$ cat src/design/tsf_pkg.sv
// tsf_pkg: constants, register and action codes, and the command bundle
// shared by the touch sample filter controller, datapath and top level.
// no dependencies.
package tsf_pkg;

  // sample grouping
  localparam int SPR         = 5;
  localparam int TRIM        = 1;
  localparam int TRIM_EFF    = (2 * TRIM >= SPR) ? (SPR - 1) / 2 : TRIM;
  localparam int KEEP        = SPR - 2 * TRIM_EFF;
  localparam int STORE_DEPTH = 4 * SPR;
  localparam int ADDR_W      = $clog2(STORE_DEPTH);
  localparam int CNT_W       = $clog2(SPR + 1);
  localparam int SORT_IDX_W  = $clog2(SPR);
  localparam int FILL_W      = $clog2(SPR + 1);

  // data widths
  localparam int SAMPLE_W = 12;
  localparam int COORD_W  = 16;
  localparam int GAIN_W   = 16;
  localparam int Q_FRAC   = 14;
  localparam int CFG_IDX_W  = 3;
  localparam int CFG_DATA_W = 16;

  // trimmed sum and divide-by-KEEP through a reciprocal multiply
  localparam int SUM_W     = $clog2(KEEP * (1 << SAMPLE_W));
  localparam int DIV_SH    = SUM_W + $clog2(KEEP);
  localparam int DIV_MUL_W = DIV_SH + 1;
  localparam int DIV_PROD_W = SUM_W + DIV_MUL_W;
  localparam logic [DIV_MUL_W-1:0] DIV_MUL = DIV_MUL_W'((1 << DIV_SH) / KEEP + 1);

  localparam int MAP_PROD_W = GAIN_W + SAMPLE_W + 1;

  localparam logic [SAMPLE_W-1:0] JITTER_RESET = SAMPLE_W'(50);
  localparam logic [COORD_W-1:0]  IDLE_COORD   = 16'hFFFF;

  typedef enum logic [CFG_IDX_W-1:0] {
    REG_RAW_MODE     = 3'd0,
    REG_X_GAIN       = 3'd1,
    REG_Y_GAIN       = 3'd2,
    REG_X_OFFSET     = 3'd3,
    REG_Y_OFFSET     = 3'd4,
    REG_JITTER_LIMIT = 3'd5
  } cfg_reg_t;

  typedef enum logic {
    ACT_SAMPLE = 1'b0,
    ACT_TICK   = 1'b1
  } action_t;

  // controller to datapath commands
  typedef struct packed {
    logic                  in_take;
    logic                  sort_clear;
    logic                  rd_en;
    logic [ADDR_W-1:0]     rd_addr;
    logic                  acc_en;
    logic                  acc_first;
    logic [SORT_IDX_W-1:0] acc_idx;
    logic                  div_en;
    logic                  mean_en;
    logic [1:0]            grp;
    logic                  mapx_en;
    logic                  mapy_en;
    logic                  mapd_en;
    logic                  update;
  } tsf_cmd_t;

endpackage

$ cat src/design/tsf_sort.sv
// tsf_sort: insertion sorter for one group of samples, one value per cycle
// with an indexed read of the sorted entries. uses tsf_pkg.
module tsf_sort (
  input  logic                                clk,
  input  logic                                rst,
  input  logic                                clear,
  input  logic                                ins_en,
  input  logic [tsf_pkg::SAMPLE_W-1:0]        ins_data,
  input  logic [tsf_pkg::SORT_IDX_W-1:0]      rd_idx,
  output logic [tsf_pkg::SAMPLE_W-1:0]        rd_data
);

  logic [tsf_pkg::SAMPLE_W-1:0] sorted [tsf_pkg::SPR];
  logic [tsf_pkg::SAMPLE_W-1:0] sorted_next [tsf_pkg::SPR];
  logic [tsf_pkg::FILL_W-1:0]   fill;
  logic [tsf_pkg::SPR-1:0]      gt;

  // empty slots count as larger than anything
  always_comb begin
    for (int k = 0; k < tsf_pkg::SPR; k++) begin
      gt[k] = (tsf_pkg::FILL_W'(k) >= fill) || (sorted[k] > ins_data);
    end
    sorted_next[0] = gt[0] ? ins_data : sorted[0];
    for (int k = 1; k < tsf_pkg::SPR; k++) begin
      if (!gt[k]) begin
        sorted_next[k] = sorted[k];
      end else if (gt[k-1]) begin
        sorted_next[k] = sorted[k-1];
      end else begin
        sorted_next[k] = ins_data;
      end
    end
  end

  always_ff @(posedge clk) begin
    if (rst) begin
      fill <= '0;
    end else if (clear) begin
      fill <= '0;
    end else if (ins_en) begin
      fill <= fill + 1'b1;
    end
  end

  always_ff @(posedge clk) begin
    if (ins_en && !clear) begin
      sorted <= sorted_next;
    end
  end

  assign rd_data = sorted[rd_idx];

endmodule

$ cat src/design/tsf_dp.sv
// tsf_dp: datapath of the touch sample filter: sample memory, sorter,
// trimmed mean, jitter check, calibration mapping, press tracking.
// uses tsf_pkg and tsf_sort.
module tsf_dp (
  input  logic                              clk,
  input  logic                              rst,
  input  tsf_pkg::tsf_cmd_t                 cmd,
  input  logic                              action,
  input  logic [tsf_pkg::SAMPLE_W-1:0]      sample,
  input  logic                              pen_down,
  input  logic                              cfg_fire,
  input  logic [tsf_pkg::CFG_IDX_W-1:0]     cfg_index,
  input  logic [tsf_pkg::CFG_DATA_W-1:0]    cfg_data,
  output logic [tsf_pkg::COORD_W-1:0]       coord_x,
  output logic [tsf_pkg::COORD_W-1:0]       coord_y,
  output logic [tsf_pkg::COORD_W-1:0]       first_x,
  output logic [tsf_pkg::COORD_W-1:0]       first_y,
  output logic                              pressed,
  output logic                              new_press,
  output logic                              reading_ok
);

  // configuration
  logic                                raw_mode;
  logic signed [tsf_pkg::GAIN_W-1:0]   x_gain;
  logic signed [tsf_pkg::GAIN_W-1:0]   y_gain;
  logic signed [tsf_pkg::COORD_W-1:0]  x_offset;
  logic signed [tsf_pkg::COORD_W-1:0]  y_offset;
  logic [tsf_pkg::SAMPLE_W-1:0]        jitter_limit;

  always_ff @(posedge clk) begin
    if (rst) begin
      raw_mode     <= 1'b0;
      x_gain       <= '0;
      y_gain       <= '0;
      x_offset     <= '0;
      y_offset     <= '0;
      jitter_limit <= tsf_pkg::JITTER_RESET;
    end else if (cfg_fire) begin
      unique case (cfg_index)
        tsf_pkg::REG_RAW_MODE:     raw_mode     <= cfg_data[0];
        tsf_pkg::REG_X_GAIN:       x_gain       <= cfg_data;
        tsf_pkg::REG_Y_GAIN:       y_gain       <= cfg_data;
        tsf_pkg::REG_X_OFFSET:     x_offset     <= cfg_data;
        tsf_pkg::REG_Y_OFFSET:     y_offset     <= cfg_data;
        tsf_pkg::REG_JITTER_LIMIT: jitter_limit <= cfg_data[tsf_pkg::SAMPLE_W-1:0];
        default: ;
      endcase
    end
  end

  // sample memory and write pointer
  logic [tsf_pkg::SAMPLE_W-1:0] store [tsf_pkg::STORE_DEPTH];
  logic [tsf_pkg::ADDR_W-1:0]   store_index;
  logic [tsf_pkg::SAMPLE_W-1:0] rd_data;
  logic                         rd_vld;
  logic                         take_sample;
  logic                         take_tick;

  assign take_sample = cmd.in_take && (action == tsf_pkg::ACT_SAMPLE);
  assign take_tick   = cmd.in_take && (action == tsf_pkg::ACT_TICK);

  always_ff @(posedge clk) begin
    if (take_sample) begin
      store[store_index] <= sample;
    end
    if (cmd.rd_en) begin
      rd_data <= store[cmd.rd_addr];
    end
  end

  always_ff @(posedge clk) begin
    if (rst) begin
      store_index <= '0;
      rd_vld      <= 1'b0;
    end else begin
      rd_vld <= cmd.rd_en;
      if (take_tick) begin
        store_index <= '0;
      end else if (take_sample) begin
        store_index <= (store_index == tsf_pkg::ADDR_W'(tsf_pkg::STORE_DEPTH - 1)) ?
                       '0 : store_index + 1'b1;
      end
    end
  end

  // sort, trimmed sum, divide
  logic [tsf_pkg::SAMPLE_W-1:0]   sort_val;
  logic [tsf_pkg::SUM_W-1:0]      sum;
  logic [tsf_pkg::DIV_PROD_W-1:0] div_prod;
  logic [tsf_pkg::SAMPLE_W-1:0]   means [4];

  tsf_sort u_sort (
    .clk      (clk),
    .rst      (rst),
    .clear    (cmd.sort_clear),
    .ins_en   (rd_vld),
    .ins_data (rd_data),
    .rd_idx   (cmd.acc_idx),
    .rd_data  (sort_val)
  );

  always_ff @(posedge clk) begin
    if (cmd.acc_en) begin
      sum <= cmd.acc_first ? tsf_pkg::SUM_W'(sort_val) : sum + tsf_pkg::SUM_W'(sort_val);
    end
    if (cmd.div_en) begin
      div_prod <= tsf_pkg::DIV_PROD_W'(sum) * tsf_pkg::DIV_PROD_W'(tsf_pkg::DIV_MUL);
    end
    if (cmd.mean_en) begin
      means[cmd.grp] <= div_prod[tsf_pkg::DIV_SH +: tsf_pkg::SAMPLE_W];
    end
  end

  // jitter check and averaging
  logic [tsf_pkg::SAMPLE_W-1:0] dx, dy, ax, ay;
  logic                         check_ok;
  logic [tsf_pkg::SAMPLE_W:0]   sx, sy;

  always_comb begin
    dx = (means[0] > means[2]) ? means[0] - means[2] : means[2] - means[0];
    dy = (means[1] > means[3]) ? means[1] - means[3] : means[3] - means[1];
    check_ok = (dx < jitter_limit) && (dy < jitter_limit);
    sx = {1'b0, means[0]} + {1'b0, means[2]};
    sy = {1'b0, means[1]} + {1'b0, means[3]};
    ax = sx[tsf_pkg::SAMPLE_W:1];
    ay = sy[tsf_pkg::SAMPLE_W:1];
  end

  // calibration: one multiply shared by both axes
  function automatic logic [tsf_pkg::COORD_W-1:0] map_round(
    input logic signed [tsf_pkg::MAP_PROD_W-1:0] p,
    input logic signed [tsf_pkg::COORD_W-1:0]    off
  );
    logic signed [31:0] t;
    logic signed [31:0] adj;
    t   = 32'(p) + (32'(off) <<< tsf_pkg::Q_FRAC);
    adj = t + (t[31] ? 32'sd16383 : 32'sd0);
    return adj[tsf_pkg::Q_FRAC +: tsf_pkg::COORD_W];
  endfunction

  logic signed [tsf_pkg::MAP_PROD_W-1:0] map_prod;
  logic [tsf_pkg::COORD_W-1:0]           map_x, map_y;
  logic signed [tsf_pkg::GAIN_W-1:0]     mul_gain;
  logic [tsf_pkg::SAMPLE_W-1:0]          mul_val;

  assign mul_gain = cmd.mapy_en ? y_gain : x_gain;
  assign mul_val  = cmd.mapy_en ? ay : ax;

  always_ff @(posedge clk) begin
    if (cmd.mapx_en || cmd.mapy_en) begin
      map_prod <= mul_gain * $signed({1'b0, mul_val});
    end
    if (cmd.mapy_en) begin
      map_x <= map_round(map_prod, x_offset);
    end
    if (cmd.mapd_en) begin
      map_y <= map_round(map_prod, y_offset);
    end
  end

  // press tracking
  logic                        pen;
  logic                        down_flag;
  logic [tsf_pkg::COORD_W-1:0] cur_x, cur_y, press_x, press_y;
  logic [tsf_pkg::COORD_W-1:0] cur_x_next, cur_y_next, press_x_next, press_y_next;
  logic                        down_next, fresh, ok;

  always_ff @(posedge clk) begin
    if (take_tick) begin
      pen <= pen_down;
    end
  end

  always_comb begin
    cur_x_next   = cur_x;
    cur_y_next   = cur_y;
    press_x_next = press_x;
    press_y_next = press_y;
    down_next    = down_flag;
    fresh        = 1'b0;
    ok           = 1'b0;
    if (pen) begin
      ok = check_ok;
      if (check_ok) begin
        cur_x_next = raw_mode ? tsf_pkg::COORD_W'(ax) : map_x;
        cur_y_next = raw_mode ? tsf_pkg::COORD_W'(ay) : map_y;
      end
      if (!down_flag) begin
        down_next    = 1'b1;
        fresh        = 1'b1;
        press_x_next = cur_x_next;
        press_y_next = cur_y_next;
      end
    end else if (down_flag) begin
      down_next = 1'b0;
    end else begin
      press_x_next = '0;
      press_y_next = '0;
      cur_x_next   = tsf_pkg::IDLE_COORD;
      cur_y_next   = tsf_pkg::IDLE_COORD;
    end
  end

  always_ff @(posedge clk) begin
    if (rst) begin
      down_flag <= 1'b0;
      cur_x     <= '0;
      cur_y     <= '0;
      press_x   <= '0;
      press_y   <= '0;
    end else if (cmd.update) begin
      down_flag <= down_next;
      cur_x     <= cur_x_next;
      cur_y     <= cur_y_next;
      press_x   <= press_x_next;
      press_y   <= press_y_next;
    end
  end

  always_ff @(posedge clk) begin
    if (cmd.update) begin
      coord_x    <= cur_x_next;
      coord_y    <= cur_y_next;
      first_x    <= press_x_next;
      first_y    <= press_y_next;
      pressed    <= down_next;
      new_press  <= fresh;
      reading_ok <= ok;
    end
  end

endmodule

$ cat src/design/tsf_ctrl.sv
// tsf_ctrl: sequencer of the touch sample filter; steps the datapath through
// memory reads, sum, divide and mapping, and owns the output valid flag.
// uses tsf_pkg.
module tsf_ctrl (
  input  logic              clk,
  input  logic              rst,
  input  logic              in_valid,
  output logic              in_ready,
  input  logic              action,
  input  logic              pen_down,
  output logic              out_valid,
  input  logic              out_ready,
  output tsf_pkg::tsf_cmd_t cmd
);

  typedef enum logic [3:0] {
    S_IDLE,
    S_READ,
    S_SUM,
    S_DIV,
    S_MEAN,
    S_MAPX,
    S_MAPY,
    S_MAPD,
    S_FINISH
  } state_t;

  state_t                      state;
  logic [tsf_pkg::CNT_W-1:0]   cnt;
  logic [1:0]                  grp;
  logic [tsf_pkg::ADDR_W-1:0]  addr;
  logic                        slot_free;

  assign in_ready  = (state == S_IDLE);
  assign slot_free = !out_valid || out_ready;

  always_comb begin
    cmd            = '0;
    cmd.in_take    = in_valid && in_ready;
    cmd.sort_clear = (state == S_IDLE) || (state == S_MEAN);
    cmd.rd_en      = (state == S_READ) && (cnt < tsf_pkg::CNT_W'(tsf_pkg::SPR));
    cmd.rd_addr    = addr;
    cmd.acc_en     = (state == S_SUM);
    cmd.acc_first  = (cnt == '0);
    cmd.acc_idx    = tsf_pkg::SORT_IDX_W'(tsf_pkg::TRIM_EFF) + cnt[tsf_pkg::SORT_IDX_W-1:0];
    cmd.div_en     = (state == S_DIV);
    cmd.mean_en    = (state == S_MEAN);
    cmd.grp        = grp;
    cmd.mapx_en    = (state == S_MAPX);
    cmd.mapy_en    = (state == S_MAPY);
    cmd.mapd_en    = (state == S_MAPD);
    cmd.update     = (state == S_FINISH) && slot_free;
  end

  always_ff @(posedge clk) begin
    if (rst) begin
      state     <= S_IDLE;
      cnt       <= '0;
      grp       <= '0;
      addr      <= '0;
      out_valid <= 1'b0;
    end else begin
      if ((state == S_FINISH) && slot_free) begin
        out_valid <= 1'b1;
      end else if (out_valid && out_ready) begin
        out_valid <= 1'b0;
      end
      unique case (state)
        S_IDLE: begin
          if (in_valid && (action == tsf_pkg::ACT_TICK)) begin
            addr  <= '0;
            grp   <= '0;
            cnt   <= '0;
            state <= pen_down ? S_READ : S_FINISH;
          end
        end
        S_READ: begin
          if (cmd.rd_en) begin
            addr <= addr + 1'b1;
          end
          if (cnt == tsf_pkg::CNT_W'(tsf_pkg::SPR)) begin
            cnt   <= '0;
            state <= S_SUM;
          end else begin
            cnt <= cnt + 1'b1;
          end
        end
        S_SUM: begin
          if (cnt == tsf_pkg::CNT_W'(tsf_pkg::KEEP - 1)) begin
            cnt   <= '0;
            state <= S_DIV;
          end else begin
            cnt <= cnt + 1'b1;
          end
        end
        S_DIV: state <= S_MEAN;
        S_MEAN: begin
          if (grp == 2'd3) begin
            state <= S_MAPX;
          end else begin
            grp   <= grp + 1'b1;
            state <= S_READ;
          end
        end
        S_MAPX: state <= S_MAPY;
        S_MAPY: state <= S_MAPD;
        S_MAPD: state <= S_FINISH;
        S_FINISH: begin
          if (slot_free) begin
            state <= S_IDLE;
          end
        end
        default: state <= S_IDLE;
      endcase
    end
  end

endmodule

$ cat src/design/touch_sample_filter.sv
// touch_sample_filter: top level of the resistive touch trimmed-mean filter.
// depends on tsf_pkg, tsf_ctrl, tsf_dp (which holds tsf_sort).
//
// Sample transactions (action 0) are written into a 20-entry sample memory in
// arrival order, X1, Y1, X2, Y2 in groups of five, and samples can stream back
// to back. A tick transaction (action 1) rewinds the write pointer and produces
// exactly one result. With the pen up the sequencer goes straight to its final
// update step. With the pen down the sequencer reads each group out of the
// memory one entry per cycle into an insertion sorter, adds up the middle three
// sorted values one per cycle and divides by three with a reciprocal multiply;
// after all four groups come the calibration mapping steps (MAPX, MAPY, MAPD)
// through one shared multiplier and one final update step, after which the
// sequencer returns to idle and the next transaction can be taken. The
// result sits in an output register: while it waits for out_ready, sample
// transactions are still taken, and only a following tick stalls at its final
// step. Config writes are accepted on every cycle (cfg_ready is tied high) and
// are meant to happen while the block is idle; indexes past the last register
// are ignored.
module touch_sample_filter (
  input  logic                              clk,
  input  logic                              rst,
  // input transactions
  input  logic                              in_valid,
  output logic                              in_ready,
  input  logic                              action,
  input  logic [tsf_pkg::SAMPLE_W-1:0]      sample,
  input  logic                              pen_down,
  // result transactions
  output logic                              out_valid,
  input  logic                              out_ready,
  output logic [tsf_pkg::COORD_W-1:0]       coord_x,
  output logic [tsf_pkg::COORD_W-1:0]       coord_y,
  output logic [tsf_pkg::COORD_W-1:0]       first_x,
  output logic [tsf_pkg::COORD_W-1:0]       first_y,
  output logic                              pressed,
  output logic                              new_press,
  output logic                              reading_ok,
  // register writes
  input  logic                              cfg_valid,
  output logic                              cfg_ready,
  input  logic [tsf_pkg::CFG_IDX_W-1:0]     cfg_index,
  input  logic [tsf_pkg::CFG_DATA_W-1:0]    cfg_data
);

  tsf_pkg::tsf_cmd_t cmd;

  // register port never stalls
  assign cfg_ready = 1'b1;

  // sequencer: decides which step the datapath runs each cycle
  tsf_ctrl u_ctrl (
    .clk       (clk),
    .rst       (rst),
    .in_valid  (in_valid),
    .in_ready  (in_ready),
    .action    (action),
    .pen_down  (pen_down),
    .out_valid (out_valid),
    .out_ready (out_ready),
    .cmd       (cmd)
  );

  // datapath: memory, sorter, mean, check, mapping and press tracking
  tsf_dp u_dp (
    .clk        (clk),
    .rst        (rst),
    .cmd        (cmd),
    .action     (action),
    .sample     (sample),
    .pen_down   (pen_down),
    .cfg_fire   (cfg_valid && cfg_ready),
    .cfg_index  (cfg_index),
    .cfg_data   (cfg_data),
    .coord_x    (coord_x),
    .coord_y    (coord_y),
    .first_x    (first_x),
    .first_y    (first_y),
    .pressed    (pressed),
    .new_press  (new_press),
    .reading_ok (reading_ok)
  );

endmodule

$ cat config.mk
export PLATFORM = sky130hd
export DESIGN_NAME = touch_sample_filter
export DESIGN_NICKNAME = d
export VERILOG_FILES = /design/src/design/tsf_pkg.sv /design/src/design/tsf_sort.sv /design/src/design/tsf_dp.sv /design/src/design/tsf_ctrl.sv /design/src/design/touch_sample_filter.sv
export SDC_FILE = /design/constraint.sdc
export NUM_CORES = 2
export LEC_CHECK = 0
export BUFFER_PORTS_ARGS = -buffer_cell sky130_fd_sc_hd__buf_2
export CORE_MARGIN = 10
export CORE_UTILIZATION = 50
export CTS_BUF_LIST = sky130_fd_sc_hd__clkbuf_4 sky130_fd_sc_hd__clkbuf_8 sky130_fd_sc_hd__clkbuf_16
export DETAILED_ROUTE_END_ITERATION = 7
export PLACE_DENSITY_LB_ADDON = 0.25
export SLEW_MARGIN = 25
export SYNTH_ARGS = -nofsm -noshare
export SYNTH_HDL_FRONTEND = slang
export SYNTH_SLANG_ARGS = --single-unit
$ cat constraint.sdc
create_clock -name clk -period 20.9 [get_ports clk]
set_clock_uncertainty 0.05 [all_clocks]
set_input_delay 4.18 -clock clk [delete_from_list [all_inputs] [get_ports clk]]
set_output_delay 4.18 -clock clk [all_outputs]
set_load 0.02 [all_outputs]
==> results.cfg <==
[run_status]
outcome = finished, final reports clean

[clocking]
hold_buffers = 0
cts.sinks = 681
clk_path_buf_depth = 3
cts_tree = done
postCtsResizedCells = 0
cts-htree-levels = 3
cts-root-buf = clkbuf_16
post-cts-setup-buffers = 0
clk-insertion-delay-late_ns = 0.63
cts_buffers = 74
clk_pin_slew_ns = 0.06

[place]
numPortBuffers = 106
place_congestion = 0.923
dpl_cell_area_um2 = 46800
hpwl_um = 83300

[synth]
async_flop_share_pct = 0
ys_seq_elements = 681
yosysTopAreaCellShare_pct = 34.4
syn_nets = 4772
synth_cells = 4097
synth_area_leaders = edfxtp_1 34%, ha_1 11%, fa_1 11%
yosysUniqueCellTypes = 83
avgSynthCellArea_um2 = 11.0
ys_seq_area_share_pct = 41.8
synth_area_um2 = 45000
synthFlopType = edfxtp_1
yosysMostFrequentCell = edfxtp_1
yosys.area.top_type = edfxtp_1
synth-edff-count = 515
synthTopCellsByCount = 515 x edfxtp_1, 479 x inv_1, 417 x nand2_1
yosys_warnings = 0

[final_layout]
final_area_um2 = 49400
fillCellCount = 7503
fin_nets = 4844
drive_above_1_share_pct = 12.6
syn_to_final_growth_pct = 9.77

[power]
power_density_nw_per_um2 = 82.8
power.leakage_uw = 0.0202
irDropWorstVdd_mv = 0.0838

[grt]
grt_overflow_total = 0
grtUsageMet1_pct = 29.6
use_met2_pct = 33.5
grt_use_met3_pct = 3.71
grt_max_degree = 80
top_usage_layer = met2
grt_pass1_vias = 29900
grt_pass1_wl_um = 171000
antenna_found_initial = 5
grtUsageTotal_pct = 21.0

[worst_hold_path]
hp-class = reg2reg
min_from = u_dp.y_gain[11]$_SDFFE_PP0P_

[floorplan]
rows = 109
die-area_um2 = 102000
die_h_um = 320
core_area_um2 = 88800
initial_core_util_pct = 50.7
io_pins = 108
die_w_um = 320

[route]
route.antenna.remaining_nets = 0
viasPerCell = 5.62
dr.pass1.iters = 5
wl_um = 109000
drt_iter0_markers = 2455
vias = 30300
drc = 0
wl_per_cell_um = 20.2

[worst_setup_path]
cp.arrival_ns = 8.45
cp_slowest_cell = o21ai_0
timing.rr.start = u_dp.means[2][1]$_DFFE_PP_
crit_path_start_kind = register
worstPathRequired_ns = 21.22
cp_max_fo = 13
startpoint = u_dp.means[2][1]$_DFFE_PP_
crit_type = reg2reg
max_stage_delay_ns = 0.65
crit_top_cell = fa_1
endpoint_kind = register

[timing]
finalSetupTns_ns = 0
fmax_ghz = 0.123
setup_viol = 0
final_hold_viol_count = 0
worst_pin_slew_ns = 1.08
period_needed_ns = 8.13
min_period_over_period_pct = 38.9
slew_viol_final = 0
rsz0062_at_grt = no
maxSlewHeadroom_pct = 27.8

[job]
maxCapViolCount = 0
-- path summary, 6_finish.rpt --
kind	end	slack [ns]	cells after the start
setup / recovery	u_dp.map_prod[28]$_DFFE_PP_	12.77	26
hold / removal	u_dp.y_gain[11]$_SDFFE_PP0P_	0.41	2
setup reg to reg	u_dp.map_prod[28]$_DFFE_PP_	12.77	26
hold reg to reg	u_dp.y_gain[11]$_SDFFE_PP0P_	0.41	2
-- area by class of cell --
type                    instances  area (µm²)  area share [%]
repair buffers                148         848            1.72
multi-input cells            2784       23900            48.4
inverters                     480        1800            3.65
well taps                    1165        1460            2.95
diodes                          3        7.51          0.0152
flip-flops and latches        681       18800            38.0
clock buffers                 103        2180            4.41
clock inverters                31         409           0.828
-- power breakdown --
part | internal, µW | leakage [µW] | switching [µW] | total (µW)
Combinational | 495 | 0.0129 | 657 | 1150
Sequential | 1540 | 0.00600 | 38.6 | 1580
Clock | 812 | 0.00129 | 549 | 1360
Total | 2850 | 0.0202 | 1240 | 4090
-- per-stage QoR --
step | total power (µW) | hold WS [ns] | instances | utilization (%) | setup WS [ns]
2_1_floorplan | 2480 | 0.382 | 4097 | - | 13.65
3_3_place_gp | 2750 | 0.391 | 5258 | 52.6 | 13.09
3_5_place_dp | 2760 | 0.398 | 5258 | 52.7 | 12.92
4_1_cts | 4140 | 0.407 | 5392 | 55.6 | 12.89
5_1_grt | 4350 | 0.427 | 5393 | 55.6 | 12.28
6_report | 4090 | 0.405 | 5395 | 55.6 | 12.77
-- logic make-up after synthesis --
logic type	synth area share, %
AOI/OAI and AO/OA	10.2
xor gates and xnor gates	2.94
adders and majority gates	21.8
buffers and inverters	5.43
DFF	41.8
muxes	7.74
other	0.00833
and+or+nand+nor	10.2
-- critical path: cells and delay by family, from the launching register on --
family,cells,cell delay (ns)
buf+inv,1,0.14
xor+xnor,1,0.07
simple gates,3,0.91
fa+ha+maj,7,3.15
flops,1,0.42
compound gates,14,3.12
-- state kept, by name, indices dropped and copies added (netlist names), 29 cells and up --
signal and cells:
u_dp.means 48, u_dp.map_prod 29, u_dp.u_sort.sorted 60, u_dp.store 240
-- layout by cell type (no fill, tap or decap), types with 10 or more instances in the layout --
cell       instances
nor2_2            18
or2_2             13
mux2i_1           69
ha_1             394
o21bai_1          17
clkbuf_16         77
nand4_1           30
fa_1             243
xnor2_1          104
nand2_1          417
a21o_1            75
o21a_1            28
edfxtp_1         515
nand3_1           39
nor2b_1           37
nand2b_1          28
buf_2            105
dfxtp_1          163
a31oi_1           16
a211oi_1          43
mux2_2           101
mux4_2            72
nor2_1           303
and2_1            29
clkbuf_4          17
a21oi_1          280
a2bb2oi_1         22
buf_4             43
inv_1            478
nor3_1            45
nand3b_1          17
and3_1            15
xor2_1            46
o31ai_1           10
o21ai_0          115
or3_1             11
-- layer usage --
layer  part of all wire, %  wire (µm)
met3                   6.5       7120
met5                 0.038         41
met2                    46      50200
met1                    45      49300
met4                   2.3       2460
(Power assumes the default switching activity.)
